<file path="config.mk">
export PLATFORM = sky130hd
export DESIGN_NAME = channel_number_hash_table
export DESIGN_NICKNAME = d
export VERILOG_FILES = /design/src/sv/cnht_pkg.sv /design/src/sv/cnht_ctrl.sv /design/src/sv/cnht_dpath.sv /design/src/sv/channel_number_hash_table.sv
export VERILOG_INCLUDE_DIRS = /design/src /design/src/sv
export SDC_FILE = /design/constraint.sdc
export NUM_CORES = 2
export LEC_CHECK = 0
export BUFFER_PORTS_ARGS = -buffer_cell sky130_fd_sc_hd__buf_4
export CORE_AREA = 2 2 393 395
export CTS_CLUSTER_SIZE = 16
export DETAILED_ROUTE_END_ITERATION = 6
export DIE_AREA = 0 0 395 397
export PLACE_DENSITY = 0.77
export SLEW_MARGIN = 20
export SYNTH_ARGS = -nofsm -noshare
export SYNTH_HDL_FRONTEND = slang
export SYNTH_HIERARCHICAL = 1
export SYNTH_SLANG_ARGS = --single-unit
</file>
<file path="constraint.sdc">
create_clock -name aclk -period 6.9 [get_ports aclk]
set_clock_uncertainty 0.05 [all_clocks]
set_input_delay 0.69 -clock aclk [delete_from_list [all_inputs] [get_ports aclk]]
set_output_delay 0.69 -clock aclk [all_outputs]
set_load 0.05 [all_outputs]
</file>
<file path="src/sv/channel_number_hash_table_defines.svh">
// Assertion macros for the channel number hash table.
// Used by the modules in this folder; needs aclk and aresetn in scope.
`ifndef CHANNEL_NUMBER_HASH_TABLE_DEFINES_SVH
`define CHANNEL_NUMBER_HASH_TABLE_DEFINES_SVH

`ifndef SYNTHESIS
// checked property, masked while in reset
`define CNHT_ASSERT(lbl, prop, msg) \
    lbl: assert property (@(posedge aclk) disable iff (!aresetn) prop) else $error(msg);
// checked property, also during reset
`define CNHT_ASSERT_ALWAYS(lbl, prop, msg) \
    lbl: assert property (@(posedge aclk) prop) else $error(msg);
`else
`define CNHT_ASSERT(lbl, prop, msg)
`define CNHT_ASSERT_ALWAYS(lbl, prop, msg)
`endif

`endif

</file>
<file path="src/sv/cnht_pkg.sv">
// Shared types and constants for the channel number hash table.
// No dependencies.
package cnht_pkg;

    // table geometry
    localparam int BUCKETS       = 16;
    localparam int MAIN_WAYS     = 4;
    localparam int OVERFLOW_WAYS = 4;
    localparam int WAYS          = MAIN_WAYS + OVERFLOW_WAYS;
    localparam int SLOTS         = BUCKETS * WAYS;

    // field widths
    localparam int CH_W   = 16;
    localparam int REL_W  = 7;
    localparam int FUNC_W = 2;

    // index widths
    localparam int BKT_W      = (BUCKETS > 1) ? $clog2(BUCKETS) : 1;
    localparam int WAY_W      = (WAYS > 1) ? $clog2(WAYS) : 1;
    localparam int SLOT_IDX_W = (SLOTS > 1) ? $clog2(SLOTS) : 1;

    // operation codes
    typedef enum logic [FUNC_W-1:0] {
        FUNC_LOOKUP  = 2'd0,
        FUNC_BIND    = 2'd1,
        FUNC_RELEASE = 2'd2,
        FUNC_CLEAR   = 2'd3
    } func_t;

    // controller states
    typedef enum logic {
        ST_IDLE,
        ST_EXEC
    } state_t;

    // controller to datapath
    typedef struct packed {
        logic capture;   // take the input beat, read the bucket row
        logic commit;    // resolve, update table, load result register
    } cnht_cmd_t;

    // datapath to controller
    typedef struct packed {
        logic out_free;  // result register empty or draining this cycle
    } cnht_sts_t;

endpackage

</file>
<file path="src/sv/cnht_ctrl.sv">
// Controller for the channel number hash table: sequences capture and commit.
// Depends on cnht_pkg.
module cnht_ctrl (
    input  logic              aclk,
    input  logic              aresetn,
    input  logic              s_tvalid,
    output logic              s_tready,
    input  cnht_pkg::cnht_sts_t sts,
    output cnht_pkg::cnht_cmd_t cmd
);
    import cnht_pkg::*;

    state_t state_reg, state_next;

    // state register
    always_ff @(posedge aclk) begin
        if (!aresetn) begin
            state_reg <= ST_IDLE;
        end else begin
            state_reg <= state_next;
        end
    end

    // next state and commands
    always_comb begin
        state_next  = state_reg;
        s_tready    = 1'b0;
        cmd.capture = 1'b0;
        cmd.commit  = 1'b0;
        unique case (state_reg)
            ST_IDLE: begin
                s_tready = 1'b1;
                if (s_tvalid) begin
                    cmd.capture = 1'b1;
                    state_next  = ST_EXEC;
                end
            end
            ST_EXEC: begin
                // hold until the result register can take the beat
                if (sts.out_free) begin
                    cmd.commit = 1'b1;
                    state_next = ST_IDLE;
                end
            end
            default: state_next = ST_IDLE;
        endcase
    end

endmodule

</file>
<file path="src/sv/cnht_dpath.sv">
// Datapath for the channel number hash table: channel store, valid bits,
// way compare and result register. Depends on cnht_pkg and the defines header.
`include "channel_number_hash_table_defines.svh"
module cnht_dpath (
    input  logic                    aclk,
    input  logic                    aresetn,
    input  cnht_pkg::cnht_cmd_t     cmd,
    output cnht_pkg::cnht_sts_t     sts,
    input  cnht_pkg::func_t         in_func,
    input  logic [cnht_pkg::CH_W-1:0]  in_chan,
    input  logic [cnht_pkg::REL_W-1:0] in_rel,
    output logic                    m_tvalid,
    input  logic                    m_tready,
    // [0] hit, [7:1] found_slot, [8] full_res, rest zero
    output logic [15:0]             m_tdata
);
    import cnht_pkg::*;

    // channel store, one row per bucket
    logic [CH_W-1:0] chan_mem [BUCKETS][WAYS];
    logic [CH_W-1:0] row_reg  [WAYS];

    logic [SLOTS-1:0] valid_reg;

    func_t            func_reg;
    logic [CH_W-1:0]  chan_reg;
    logic [REL_W-1:0] rel_reg;
    logic [BKT_W-1:0] bucket_reg;

    logic             out_valid_reg;
    logic             out_hit_reg;
    logic [REL_W-1:0] out_slot_reg;
    logic             out_full_reg;

    logic [BKT_W-1:0]      in_bucket;
    logic [SLOT_IDX_W-1:0] base_idx;
    logic [WAYS-1:0]       row_valid;
    logic [WAYS-1:0]       match;
    logic                  any_match;
    logic                  any_free;
    logic [WAY_W-1:0]      match_way;
    logic [WAY_W-1:0]      free_way;
    logic [SLOT_IDX_W-1:0] match_idx;
    logic [SLOT_IDX_W-1:0] bind_idx;
    logic [SLOT_IDX_W-1:0] rel_idx;
    logic                  rel_in_range;
    logic                  bind_ok;
    logic                  res_hit;
    logic [REL_W-1:0]      res_slot;
    logic                  res_full;

    // bucket select: modulo by the bucket count
    assign in_bucket = BKT_W'(32'(in_chan) % BUCKETS);

    // input capture
    always_ff @(posedge aclk) begin
        if (cmd.capture) begin
            func_reg   <= in_func;
            chan_reg   <= in_chan;
            rel_reg    <= in_rel;
            bucket_reg <= in_bucket;
        end
    end

    // store: registered row read on capture, single way write on bind
    always_ff @(posedge aclk) begin
        if (cmd.capture) begin
            row_reg <= chan_mem[in_bucket];
        end
        if (cmd.commit && bind_ok) begin
            chan_mem[bucket_reg][free_way] <= chan_reg;
        end
    end

    // parallel way compare on the captured row
    assign base_idx  = SLOT_IDX_W'(32'(bucket_reg) * WAYS);
    assign row_valid = valid_reg[base_idx +: WAYS];

    always_comb begin
        for (int w = 0; w < WAYS; w++) begin
            match[w] = row_valid[w] && (row_reg[w] == chan_reg);
        end
    end

    // first matching way and first free way, lowest index wins
    always_comb begin
        match_way = '0;
        free_way  = '0;
        for (int w = WAYS - 1; w >= 0; w--) begin
            if (match[w]) begin
                match_way = WAY_W'(w);
            end
            if (!row_valid[w]) begin
                free_way = WAY_W'(w);
            end
        end
    end

    assign any_match    = |match;
    assign any_free     = ~&row_valid;
    assign match_idx    = base_idx + SLOT_IDX_W'(match_way);
    assign bind_idx     = base_idx + SLOT_IDX_W'(free_way);
    assign rel_idx      = SLOT_IDX_W'(rel_reg);
    assign rel_in_range = (32'(rel_reg) < SLOTS);
    assign bind_ok      = (func_reg == FUNC_BIND) && any_free;

    // result per operation
    always_comb begin
        res_hit  = 1'b0;
        res_slot = '0;
        res_full = 1'b0;
        unique case (func_reg)
            FUNC_LOOKUP: begin
                res_hit  = any_match;
                res_slot = any_match ? REL_W'(match_idx) : '0;
            end
            FUNC_BIND: begin
                res_hit  = any_free;
                res_slot = any_free ? REL_W'(bind_idx) : '0;
                res_full = !any_free;
            end
            FUNC_RELEASE: begin
                res_hit  = rel_in_range && valid_reg[rel_idx];
                res_slot = rel_reg;
            end
            FUNC_CLEAR: begin
                res_hit = 1'b0;
            end
            default: res_hit = 1'b0;
        endcase
    end

    // valid bits
    always_ff @(posedge aclk) begin
        if (!aresetn) begin
            valid_reg <= '0;
        end else if (cmd.commit) begin
            if (func_reg == FUNC_CLEAR) begin
                valid_reg <= '0;
            end else if (bind_ok) begin
                valid_reg[bind_idx] <= 1'b1;
            end else if (func_reg == FUNC_RELEASE && rel_in_range) begin
                valid_reg[rel_idx] <= 1'b0;
            end
        end
    end

    // result register
    always_ff @(posedge aclk) begin
        if (!aresetn) begin
            out_valid_reg <= 1'b0;
        end else if (cmd.commit) begin
            out_valid_reg <= 1'b1;
        end else if (m_tready) begin
            out_valid_reg <= 1'b0;
        end
    end

    always_ff @(posedge aclk) begin
        if (cmd.commit) begin
            out_hit_reg  <= res_hit;
            out_slot_reg <= res_slot;
            out_full_reg <= res_full;
        end
    end

    assign sts.out_free = !out_valid_reg || m_tready;
    assign m_tvalid     = out_valid_reg;
    assign m_tdata      = {7'b0, out_full_reg, out_slot_reg, out_hit_reg};

    // checks
    `CNHT_ASSERT(a_commit_loads, cmd.commit |=> m_tvalid, "commit did not load a result")
    `CNHT_ASSERT(a_clear_empties, (cmd.commit && func_reg == FUNC_CLEAR) |=> (valid_reg == '0), "clear left valid slots")
    `CNHT_ASSERT(a_bind_sets_valid, (cmd.commit && bind_ok) |=> valid_reg[$past(bind_idx)], "bound slot not marked valid")
    `CNHT_ASSERT_ALWAYS(a_no_overlap, !(cmd.capture && cmd.commit), "capture and commit in the same cycle")

endmodule

</file>
<file path="src/sv/channel_number_hash_table.sv">
// Channel number hash table: lookup, bind, release and clear of channel slots.
// The beat is registered, then the result register loads once the output is free.
// No new beat until the last commits (row read, then compare and write back).
// A stalled result holds the next item in the compare stage until it drains.
// Reset (aresetn low, synchronous) empties the table at once; no clearing pass.
module channel_number_hash_table (
    input  logic        aclk,
    input  logic        aresetn,
    input  logic        s_tvalid,
    output logic        s_tready,
    // [15:0] channel_number, [22:16] release_slot, [23] zero
    input  logic [23:0] s_tdata,
    // [1:0] func
    input  logic [1:0]  s_tuser,
    output logic        m_tvalid,
    input  logic        m_tready,
    // [0] hit, [7:1] found_slot, [8] full_res, [15:9] zero
    output logic [15:0] m_tdata
);
    import cnht_pkg::*;

    cnht_cmd_t cmd;
    cnht_sts_t sts;
    func_t     in_func;

    assign in_func = func_t'(s_tuser);

    // sequencing
    cnht_ctrl u_ctrl (
        .aclk     (aclk),
        .aresetn  (aresetn),
        .s_tvalid (s_tvalid),
        .s_tready (s_tready),
        .sts      (sts),
        .cmd      (cmd)
    );

    // table and result path
    cnht_dpath u_dpath (
        .aclk     (aclk),
        .aresetn  (aresetn),
        .cmd      (cmd),
        .sts      (sts),
        .in_func  (in_func),
        .in_chan  (s_tdata[15:0]),
        .in_rel   (s_tdata[22:16]),
        .m_tvalid (m_tvalid),
        .m_tready (m_tready),
        .m_tdata  (m_tdata)
    );

endmodule
</file>
# Yosys cells after proc, flatten, opt, wreduce, memory -nomap -nowiden
# Memory sizes are Yosys's and may differ from the RTL's. A register that Yosys moved wholly into a read port is not among the register bits.
# Cells that the tools add are included.
# word_totals
word_cells	100
ramBits	2048
in_bits	30
out_inout_bits	18
memories	1
reg_bits	168
# mem_list
name	words	width	read_ports	rd_ports_with_merged_regs	wr	line	rtl
u_dpath.chan_mem	16	128	1	1	1	cnht_dpath.sv:20	logic [CH_W-1:0] chan_mem [BUCKETS][WAYS];
# classes
order_cmp	6
muxes	42
bitwise	5
addsub	2
n_shift	1
n_reduce_logical	22
n_eq_ne	11
# op_table
cell	n
128-bit two-way mux	4
128-bit AND	1
16-bit equality test	8
128-bit inverter	1
128-bit bitwise OR	1
128-bit by 8-bit variable part select with 8-bit output	1
16-bit demux with 3-bit select	1
3-bit two-way mux	16
7-bit case mux with 3 select lines	1
7-bit by 8-bit less-than comparator with 1-bit output (second input constant)	2
16-bit two-way mux	1
7-bit by 3-bit adder with 7-bit output	2
1-bit demux with 7-bit select	2
7-bit by 1-bit greater-or-equal comparator with 1-bit output (second input constant)	2
7-bit two-way mux	2
1-bit logical AND	13
1-bit two-way mux	12
8-bit AND reduction	1
8-bit OR reduction	1
1-bit binary-select mux with 7-bit select	1
2-bit equality test (second input constant)	2
4-bit greater-or-equal comparator (second input constant)	1
4-bit by 1-bit less-than comparator with 1-bit output (second input constant)	1
3-bit inverter with 4-bit output	1
10 further kinds	11

# Longest topological paths before layout
# logic_depth
word_depth	17
mapped_depth	11
depth_no_buf	7

# By module
# Netlist, hierarchy kept.
# modules_own_cells
mod	cells_per_inst	seq_area_each_um2	n_inst	area_per_inst_um2
cnht_dpath	4564	68946.1	1	92657.6
cnht_ctrl	6	20.0	1	50.0

# Least setup slack after synthesis
# OpenSTA, ideal clock, no wires.
# synth_path
path_type	flip-flop to flip-flop
startpoint	register, netlist name u_dpath/chan_reg[0]
endpoint	memory u_dpath/chan_mem[0][32] (netlist bit), enable pin
stages_incl_launch_ff	12
period_less_slack_ns	5.291
required_time_ns	6.462
setup_slack_ns	1.609
t_arrival_ns	4.852
n_path_buf	4
setup_ns	0.388
cell_sequence	edfxtp_1 buf_6 buf_4 mux4_2 a22oi_1 nand2_2 a21boi_1 and2_1 buf_2 o21ai_2 buf_2 nor2_1
# synth_rtl
item	line
to (decl)	cnht_dpath.sv:20

==> flow_summary.json <==
{
  "synth_edf_count": 2210,
  "timing.final.crit_share": 0.7552,
  "max_freq_ghz": 0.1919,
  "drive_above_1_share": 0.2651,
  "reg2reg_slack_ps": 1690,
  "outcome": "finished, violations left",
  "clock_path_buffers": 3,
  "grt_pass1_wl_um": 320400,
  "synthTopCellsByArea": "edfxtp_1 72%, mux4_2 16%, dfxtp_1 2.8%",
  "totalPowerFinal_uw": 28830,
  "power.density_nw_per_um2": 278.8,
  "final_max_slew_viol_count": 0,
  "dp_hpwl_um": 120200,
  "synthCells": 4570,
  "critPathLaunchType": "flop",
  "violations": "DRC",
  "synth-seq-area-share": 0.7439,
  "vias": 46880,
  "worstMarginPinSlew_ps": 1299,
  "ys_top_cells_by_count": "2,210 x edfxtp_1, 677 x mux4_2, 289 x nor2_1",
  "max_stage_delay_ps": 1090,
  "path_clk_slew_ps": 60,
  "synth_cell_types": 69,
  "port_buffers": 39,
  "numCtsBuffers": 220,
  "r2r_cells": 8,
  "initial_core_util": 0.6061,
  "holdBufCountCts": 21,
  "largest_reg_flops": 2048,
  "finalHoldViolCount": 0,
  "gr-total-overflow": 0,
  "yosys_warnings": 6,
  "grt_antenna_before_repair": 6,
  "crit_slowest_cell": "edfxtp_1",
  "core.rowCount": 144,
  "post-synth-top-area-fraction": 0.7158,
  "track_usage": 0.2789,
  "synth_top_area_cell": "edfxtp_1",
  "p_leak_uw": 0.03186,
  "dieArea_sq_um": 156800,
  "die_w_um": 395,
  "crit_required_ps": 7290,
  "grt_pass1_vias": 46910,
  "cp_max_fo": 22,
  "netlist_area_sq_um": 92710,
  "drc": 12,
  "drt-initial-drc-count": 6433,
  "htreeDepth": 4,
  "wl_per_cell_um": 30.97,
  "pin_count": 48,
  "grt_max_degree": 143,
  "synth-main-ff-cell": "edfxtp_1",
  "critical-path-top-delay-family": "simple AND/OR/NAND/NOR gates",
  "firstDrtPassIters": 7,
  "syn_avg_cell_area_sq_um": 20.29,
  "path_buf_inv": 1,
  "clock-sinks": 2340,
  "yosys_register_bits": 2340,
  "place_congestion": 0.9455,
  "cts_tree": "done",
  "ant_nets": 0,
  "tns_ps": 0,
  "worstSetupEndpointType": "flop",
  "cap_violations": 0,
  "crit_type": "flop to flop",
  "critPathArrivalTime_ps": 5600,
  "setup_viol": 0,
  "cts-resized-gates": 0,
  "relSlewSlack": 0.1118,
  "root_buffer": "clkbuf_16",
  "peakVddDrop_uv": 329.5,
  "antenna_cells": 0,
  "final_nets": 4773,
  "vias_per_cell": 6.729,
  "area_growth_pct": 11.58,
  "wl_um": 215800,
  "core_region_area_sq_um": 153000,
  "cts_setup_buffers": 0,
  "period_minus_slack_ps": 5211,
  "cp-startpoint": "u_dpath/chan_reg[1]",
  "rsz0062_at_grt": "no",
  "endpoint": "u_dpath/chan_mem[10][52]",
  "crit_cells": 8,
  "hold_class": "primary input to flop",
  "reg2reg_from": "u_dpath/chan_reg[1]",
  "die_h_um": 397,
  "path_cells": "buf_12 -> mux4_2 -> a22o_1 -> a221o_1 -> nand4_1 -> nor3_1 -> nand2_2 -> nor2_2",
  "rr_endpoint": "u_dpath/chan_mem[10][52]",
  "synthArstFlopShare": 0,
  "yosysMostFrequentCell": "edfxtp_1",
  "insertion_delay_ps": 830
}
==> layer usage <==
metal  up-vias  routed length, um  GRT usage
met5         -                 39          0
met2      2703             103900     0.4344
met4         6               6459    0.08336
li1      19180                  -          -
met3       462              23040    0.06438
met1     24520              82340     0.4022
==> final cells by class <==
class / instances / area [sq um]
flip-flops and latches: 2340 / 68970
fillers: 9219 / 49530
multi-input cells: 1931 / 22940
clock buffers: 282 / 5886
well taps: 2044 / 2557
repair buffers: 231 / 2008
clock inverters: 119 / 1007
inverters: 19 / 71.32
==> cells in the final DEF, fill, tap and decap left out, types with 19 or more instances in the layout <==
master / n
a31oi_1: 33
nand4_1: 28
xor2_1: 32
clkinv_1: 59
nand2b_1: 122
xnor2_1: 96
clkbuf_1: 54
dfxtp_1: 130
mux4_2: 677
edfxtp_1: 2210
o21ai_0: 123
dlygate4sd3_1: 21
a21oi_1: 226
clkbuf_16: 226
nor2_2: 69
a22oi_1: 22
nand2_1: 54
buf_4: 190
nor2_1: 203
inv_1: 19
clkinv_2: 31
==> cell families (layout without fill, tap and decap cells) <==
logic type | after synthesis | in the layout | synth area share
xor+xnor | 128 | 128 | 0.01209
mux | 706 | 706 | 0.1678
flops | 2340 | 2340 | 0.7439
compound gates | 510 | 510 | 0.03290
buf+inv | 305 | 651 | 0.01332
other cells | 1 | 7 | 0.00004045
simple gates | 580 | 580 | 0.02996
==> power breakdown <==
part | total, uW | internal (uW) | switching (uW)
registers | 15700 | 15700 | 70.0
clock network | 11700 | 6520 | 5130
logic | 1450 | 568 | 882
total | 28800 | 22800 | 6080
==> through the flow <==
step                      instance area (sq um)  setup WS [ps]  std cells  hold slack (ps)  utilization
after floorplan                           92730           1609       4576            414.9            -
after global placement                    96190           1742       6543            438.5       0.6288
after detailed placement                  96200           1610       6543            447.9       0.6289
after CTS                                103300           1617       6965            44.47       0.6754
after global routing                     103400           1526       6966            101.8       0.6762
final                                    103400           1689       6966            98.75       0.6762
==> worst min path at each step <==
stage / startpoint / slack (ps) / end / cells past startpoint
2_1_floorplan: u_dpath/valid_reg[6] / 410 / u_dpath/valid_reg[6] / 2
4_1_cts: s_tvalid / 40 / u_ctrl/state_reg / 3
3_5_place_dp: u_dpath/valid_reg[6] / 450 / u_dpath/valid_reg[6] / 2
6_report: s_tvalid / 100 / u_ctrl/state_reg / 3
5_1_grt: s_tvalid / 100 / u_ctrl/state_reg / 3
3_3_place_gp: u_dpath/valid_reg[6] / 440 / u_dpath/valid_reg[6] / 2
==> worst register-to-register path: stages (launching register included) <==
cell and delay, ps:
edfxtp_1 1090, buf_12 280, mux4_2 260, a22o_1 210, a221o_1 330, nand4_1 460
nor3_1 510, nand2_2 560, nor2_2 1090
No activity file was read; power rests on OpenSTA's default activity.
